## src/hw/rtl/mscf_pkg.sv

```systemverilog
`default_nettype none

package mscf_pkg;

    // field widths
    localparam int CMD_W  = 2;
    localparam int CH_W   = 5;
    localparam int CODE_W = 8;
    localparam int OUT_W  = 16;

    // command codes
    typedef enum logic [CMD_W-1:0] {
        CMD_TICK  = 2'd0,
        CMD_SET   = 2'd1,
        CMD_CLEAR = 2'd2
    } t_cmd;

    // frame phases
    localparam int PH_START_HI   = 0;
    localparam int PH_START_LO   = 1;
    localparam int PH_BIT_FIRST  = 2;
    localparam int PH_BIT_LAST   = 8;
    localparam int PH_STOP_HI    = 9;
    localparam int PH_DRIVE_LAST = 10;

    // code that marks an output as disabled
    localparam logic [CODE_W-1:0] CODE_OFF = 8'hFF;

    typedef struct packed {
        logic signed [CODE_W-1:0] code_value;
        logic [CH_W-1:0]          channel;
        logic [CMD_W-1:0]         cmd;
    } t_item;

    typedef struct packed {
        logic             drive_valid;
        logic [OUT_W-1:0] level_bits;
        logic [OUT_W-1:0] drive_mask;
        logic [OUT_W-1:0] active_mask;
    } t_result;

endpackage

`default_nettype wire

```

## src/hw/rtl/mscf_core.sv

```systemverilog
`default_nettype none

module mscf_core #(
    parameter int NUM_OUTPUTS = 16,
    parameter int FRAME_TICKS = 30
) (
    input  wire logic             i_clk,
    input  wire logic             i_rst_n,
    input  wire logic             i_step,
    input  wire mscf_pkg::t_item  i_item,
    output mscf_pkg::t_result     o_result
);
    import mscf_pkg::*;

    localparam int PW = $clog2(FRAME_TICKS);

    logic [CODE_W-1:0] r_cur  [NUM_OUTPUTS];
    logic [CODE_W-1:0] n_cur  [NUM_OUTPUTS];
    logic [CODE_W-1:0] r_pend [NUM_OUTPUTS];
    logic [CODE_W-1:0] n_pend [NUM_OUTPUTS];
    logic [PW-1:0]     r_phase;
    logic [PW-1:0]     n_phase;

    t_cmd             cmd;
    logic [PW-1:0]    ph_off;
    logic [2:0]       bit_sel;
    logic             ph_high;
    logic             ph_data;
    logic             drv_valid;
    logic [OUT_W-1:0] levels;
    logic [OUT_W-1:0] drive;
    logic [OUT_W-1:0] active;

    // phase decode, shared by all outputs
    always_comb begin
        ph_off  = r_phase - PW'(PH_BIT_FIRST);
        bit_sel = ph_off[2:0];
        ph_high = (r_phase == PW'(PH_START_HI)) || (r_phase == PW'(PH_STOP_HI));
        ph_data = (r_phase >= PW'(PH_BIT_FIRST)) && (r_phase <= PW'(PH_BIT_LAST));
    end

    always_comb begin
        cmd       = t_cmd'(i_item.cmd);
        n_cur     = r_cur;
        n_pend    = r_pend;
        n_phase   = r_phase;
        drv_valid = 1'b0;
        levels    = '0;
        drive     = '0;
        unique case (cmd)
            CMD_TICK: begin
                if (r_phase <= PW'(PH_DRIVE_LAST)) begin
                    drv_valid = 1'b1;
                    for (int i = 0; i < NUM_OUTPUTS; i++) begin
                        drive[i]  = ~r_cur[i][CODE_W-1];
                        levels[i] = ph_high || (ph_data && !r_cur[i][bit_sel]);
                    end
                end
                // frame wrap: pending codes take over
                if (r_phase == PW'(FRAME_TICKS - 1)) begin
                    n_phase = '0;
                    n_cur   = r_pend;
                end else begin
                    n_phase = r_phase + PW'(1);
                end
            end
            CMD_SET: begin
                for (int i = 0; i < NUM_OUTPUTS; i++) begin
                    if (i_item.channel == CH_W'(i)) begin
                        // disable code on an active output stops it now
                        if (!r_cur[i][CODE_W-1] && (i_item.code_value == CODE_OFF)) begin
                            n_cur[i] = CODE_OFF;
                        end
                        n_pend[i] = i_item.code_value;
                    end
                end
            end
            CMD_CLEAR: begin
                for (int i = 0; i < NUM_OUTPUTS; i++) begin
                    n_cur[i]  = CODE_OFF;
                    n_pend[i] = CODE_OFF;
                end
            end
            default: begin
            end
        endcase
    end

    always_comb begin
        active = '0;
        for (int i = 0; i < NUM_OUTPUTS; i++) begin
            active[i] = ~n_cur[i][CODE_W-1];
        end
    end

    always_ff @(posedge i_clk) begin
        if (!i_rst_n) begin
            for (int i = 0; i < NUM_OUTPUTS; i++) begin
                r_cur[i]  <= CODE_OFF;
                r_pend[i] <= CODE_OFF;
            end
            r_phase <= '0;
        end else if (i_step) begin
            r_cur   <= n_cur;
            r_pend  <= n_pend;
            r_phase <= n_phase;
        end
    end

    assign o_result = '{drive_valid: drv_valid, level_bits: levels,
                        drive_mask: drive, active_mask: active};

endmodule

`default_nettype wire

```

## src/hw/rtl/multichannel_signal_code_framer_top.sv

```systemverilog
// Pipeline: a transaction accepted on the slave side passes the input register, then
//   the result register, before its result shows on the master side.
// Throughput: one transaction per cycle while the master side takes results; every command kind alike.
// Reset (i_rst_n low, synchronous): all outputs inactive, pending codes off,
//   frame phase 0, both pipeline stages empty.
`default_nettype none

module multichannel_signal_code_framer_top #(
    parameter int NUM_OUTPUTS = 16,  // 1..16
    parameter int FRAME_TICKS = 30   // 11..64
) (
    input  wire logic        i_clk,
    input  wire logic        i_rst_n,
    // command stream
    input  wire logic        i_s_axis_tvalid,
    output logic             o_s_axis_tready,
    input  wire logic [15:0] i_s_axis_tdata,   // [4:0] channel, [12:5] code_value, rest zero
    input  wire logic [1:0]  i_s_axis_tuser,   // [1:0] cmd
    // result stream
    output logic             o_m_axis_tvalid,
    input  wire logic        i_m_axis_tready,
    output logic [47:0]      o_m_axis_tdata,   // [15:0] level_bits, [31:16] drive_mask,
                                               // [47:32] active_mask
    output logic [0:0]       o_m_axis_tuser    // [0] drive_valid
);
    import mscf_pkg::*;

    // Two-stage pipe: input register feeds the framer core, whose result is
    // captured in the output register together with the state update.
    logic    r_in_valid;
    t_item   r_in;
    logic    r_out_valid;
    t_result r_out;
    t_result core_res;

    logic advance;
    logic in_acc;
    logic step;

    // output stage can take a new result when empty or being drained
    assign advance         = !r_out_valid || i_m_axis_tready;
    assign o_s_axis_tready = !r_in_valid || advance;
    assign in_acc          = i_s_axis_tvalid && o_s_axis_tready;
    // state commits exactly when the held command moves into the result register
    assign step            = r_in_valid && advance;

    always_ff @(posedge i_clk) begin
        if (!i_rst_n) begin
            r_in_valid <= 1'b0;
        end else if (in_acc) begin
            r_in_valid <= 1'b1;
        end else if (step) begin
            r_in_valid <= 1'b0;
        end
    end

    always_ff @(posedge i_clk) begin
        if (in_acc) begin
            r_in <= '{code_value: i_s_axis_tdata[12:5],
                      channel:    i_s_axis_tdata[4:0],
                      cmd:        i_s_axis_tuser};
        end
    end

    mscf_core #(
        .NUM_OUTPUTS (NUM_OUTPUTS),
        .FRAME_TICKS (FRAME_TICKS)
    ) u_core (
        .i_clk    (i_clk),
        .i_rst_n  (i_rst_n),
        .i_step   (step),
        .i_item   (r_in),
        .o_result (core_res)
    );

    always_ff @(posedge i_clk) begin
        if (!i_rst_n) begin
            r_out_valid <= 1'b0;
        end else if (advance) begin
            r_out_valid <= r_in_valid;
        end
    end

    always_ff @(posedge i_clk) begin
        if (step) begin
            r_out <= core_res;
        end
    end

    assign o_m_axis_tvalid = r_out_valid;
    assign o_m_axis_tdata  = {r_out.active_mask, r_out.drive_mask, r_out.level_bits};
    assign o_m_axis_tuser  = r_out.drive_valid;

endmodule

`default_nettype wire

```

## config.mk

```make
export PLATFORM = sky130hd
export DESIGN_NAME = multichannel_signal_code_framer_top
export DESIGN_NICKNAME = d
export VERILOG_FILES = /design/src/hw/rtl/mscf_pkg.sv /design/src/hw/rtl/mscf_core.sv /design/src/hw/rtl/multichannel_signal_code_framer_top.sv
export SDC_FILE = /design/constraint.sdc
export NUM_CORES = 1
export LEC_CHECK = 0
export ABC_AREA = 1
export CORE_ASPECT_RATIO = 1.4
export CORE_MARGIN = 4
export CORE_UTILIZATION = 50
export DETAILED_ROUTE_END_ITERATION = 8
export DONT_BUFFER_PORTS = 1
export PLACE_DENSITY = 0.75
export SYNTH_ARGS = -nofsm -noshare
export SYNTH_HDL_FRONTEND = slang
export SYNTH_SLANG_ARGS = --single-unit
```

## constraint.sdc

```tcl
create_clock -name i_clk -period 2.27 [get_ports i_clk]
set_input_delay 0.1135 -clock i_clk [delete_from_list [all_inputs] [get_ports i_clk]]
set_output_delay 0.1135 -clock i_clk [all_outputs]
set_load 0.05 [all_outputs]
```

==> qor.csv <==
metric;value;unit
hold_ws;-0.359;ns
drive_gt1_share;7.82;%
grtUsageTotal;25.3;%
hold_viol;240;
hp-class;in -> reg;
startpoint;u_core.r_phase[1];
post_cts_buffers;0;
synth_compound_area_share;2.23;%
die_h;215;um
critPathRequiredTime;2.76;ns
layout.nets;2152;
cpLargestDelayFamily;simple AND/OR/NAND/NOR gates;
p_total;13.0;mW
yosys-mux-area-fraction;0;%
grt_pass1_wl;68.9;mm
violations;negative hold slack;
dieArea;0.0334;mm2
synthCells;2143;
p_int;9.62;mW
ff2ff_path_depth;11;
cts_root_buf;clkbuf_16;
drv_slew;0;
powerDensity;774;mW/mm2
cts_hold_buffers;18;
r2r_start;u_core.r_phase[1];
clkTransAtPathRegs;0.07;ns
min_period;2.08;ns
core;0.0300;mm2
yosys.area_share.simple;44.3;%
seq_power_share;50.9;%
post-route-period-util;91.8;%
max_freq;0.480;GHz
min_delay_path_depth;1;
routed_wirelength;43.4;mm
synth_adder_area_share;0.493;%
syn_area;0.0152;mm2
pwr-share-comb;9.6;%
grt_antenna_before_repair;0;
die_w;156;um
routabilityCongestion;0.916;
fill_cells;2750;
synth_fp_nets;2171;
remaining_drc_errors;0;
peakVddDrop;531;uV
synth.yosys.seq_area_share;47.2;%
pwr-share-clk;39.6;%
hp-start;i_rst_n;
crit_cells;11;
ios;73;
ys_ff_latch;327;
ys_types;29;
clock-sinks;327;
cts_buffers;31;
swShare;26.0;%
dp_hpwl;27.6;mm
path_class;reg -> reg;
grt_pass1_vias;13000;
vias;14200;
port_buffers;0;
relSlewSlack;55.0;%
cp-start-kind;flop;
p_leak;8.05;nW
synthArstFlopShare;0;%
worst_slew_pin_slew;0.674;ns
wl_per_cell;17.1;um
drv_cap;0;
antenna_left;0;
worstPathCellList;inv_1 > ha_1 > nand2_1 > nor2_4 > nor2_4 > nor2_8 > buf_12 > nand2_1 > nor2_2 > nand2_1 > nand3_1;
endpoint_kind;flop;
yosys_warnings;0;
final_cell_area;0.0168;mm2
skew;0.0215;ns
vias_per_cell;5.59;
status;finished, violations left;
gr-total-overflow;0;
critPathMostFrequentCell;nand2_1;
rows;75;
crit_fanout;18;
synth_top_family_by_area;simple AND/OR/NAND/NOR gates;
detail_route.iter0.violations;1550;
cts_max_level;1;
syn2layout_area_growth;10.4;%
start_util;50.7;%
fin_setup_tns;0;ns
final-setup-viol-count;0;
slowest_delay;0.33;ns
dr.pass1.iters;7;
clockBufferDepth;3;
synth.avg_cell_area;7.11;um2
synth_ff_type;dfxtp_1;
netSwitchingPower;3.38;mW
crit_buf_inv;2;
synth_xor_area_share;0;%
grt_max_degree;242;
placed_area;0.0156;mm2
synth_edf_count;64;
grt_setup_unrepaired;no;
cts_tree;yes;
diodes;0;
insertion_delay;0.57;ns
slowest_stage;dfxtp_1;
crit_arrival;2.58;ns
[layout by cell type (no fill, tap or decap), types with 14 or more instances in the layout]
| cell | n |
|---|---|
| nand2_1 | 880 |
| nand3_1 | 521 |
| dfxtp_1 | 262 |
| nor2_1 | 89 |
| edfxtp_1 | 64 |
| inv_1 | 62 |
| a21oi_1 | 40 |
| buf_4 | 33 |
| clkbuf_16 | 32 |
| inv_2 | 18 |
| nor2_2 | 18 |
| dlygate4sd3_1 | 18 |
| nand2_2 | 15 |
| o211ai_1 | 14 |
[flip-flops by register name (all words and copies together) (netlist names), named ones only]
signal and count:
r_in_valid 1, o_m_axis_tuser 1, u_core.r_cur 112, u_core.r_pend 128, u_core.r_phase 5, r_in 15, o_m_axis_tvalid 1, o_m_axis_tdata 48
[power groups by stage]
stage          combinational (mW)  sequential [mW]  clock, mW
2_1_floorplan               0.950             6.67          0
4_1_cts                      1.23             6.61       5.19
5_1_grt                      1.39             6.65       5.44
3_3_place_gp                 1.16             6.73          0
6_report                     1.24             6.62       5.15
3_5_place_dp                 1.19             6.74          0
[through the flow]
step                std cells  setup slack, ns  util, %
floorplan                2143           0.0345        -
global placement         2458            0.280     52.0
detailed placement       2458            0.243     52.0
CTS                      2533            0.210     56.0
global route             2533           0.0786     56.0
finish                   2533            0.186     56.0
[Yosys cell counts, types with 6 or more instances]
library cell	n	area, um2
nand2_1	880	3300
nand3_1	521	2610
dfxtp_1	263	5270
nor2_1	89	334
edfxtp_1	64	1920
inv_1	64	240
clkbuf_1	61	229
a21oi_1	40	200
buf_4	23	173
nor2_2	18	113
inv_2	17	63.8
nand2_2	15	93.8
buf_2	14	70.1
o211ai_1	14	105
buf_1	12	45.0
nand3_2	10	100
nor3_1	7	35.0
ha_1	6	75.1
[worst register-to-register path, cell delays in order, from the launching register on]
cell and delay (ns):
dfxtp_1 0.33, inv_1 0.12, ha_1 0.20, nand2_1 0.09, nor2_4 0.16, nor2_4 0.08, nor2_8 0.26, buf_12 0.22
nand2_1 0.09, nor2_2 0.27, nand2_1 0.10, nand3_1 0.08
[routing by layer]
layer,up-vias,track usage [%],routed length (um)
met1,6456,30.2,16300
met4,0,10.7,2070
met5,-,0,0
met3,143,4.14,3490
li1,6949,-,-
met2,616,44.7,21500
[kinds of logic after synthesis]
family	count (synthesis)
AND/OR/NAND/NOR	1554
flip-flops	327
buffers and inverters	196
AO/OA/AOI/OAI	60
adder cells (fa/ha/maj)	6
[worst paths after layout]
| kind | slack, ns | to |
|---|---|---|
| max reg2reg | 0.19 | u_core.r_cur[26] |
| max | 0.19 | u_core.r_cur[26] |
| min | -0.36 | u_core.r_cur[116] |
| min reg2reg | 0.47 | u_core.r_pend[53] |
[timing repair]
item | CTS | global route
setup endpoints to repair | 0 | 1
endpoints found under the hold margin | 257 | 240
gates resized for setup | 0 | 1
[cell type report]
class / instances / area [um2] / area share, %
Sequential cell: 327 / 7190 / 42.8
Multi-Input combinational cell: 1620 / 7170 / 42.6
Clock buffer: 45 / 890 / 5.29
Timing Repair Buffer: 63 / 659 / 3.92
Tap cell: 385 / 482 / 2.87
Inverter: 81 / 305 / 1.82
Clock inverter: 12 / 119 / 0.707
Power figures use the tool's default switching activity.
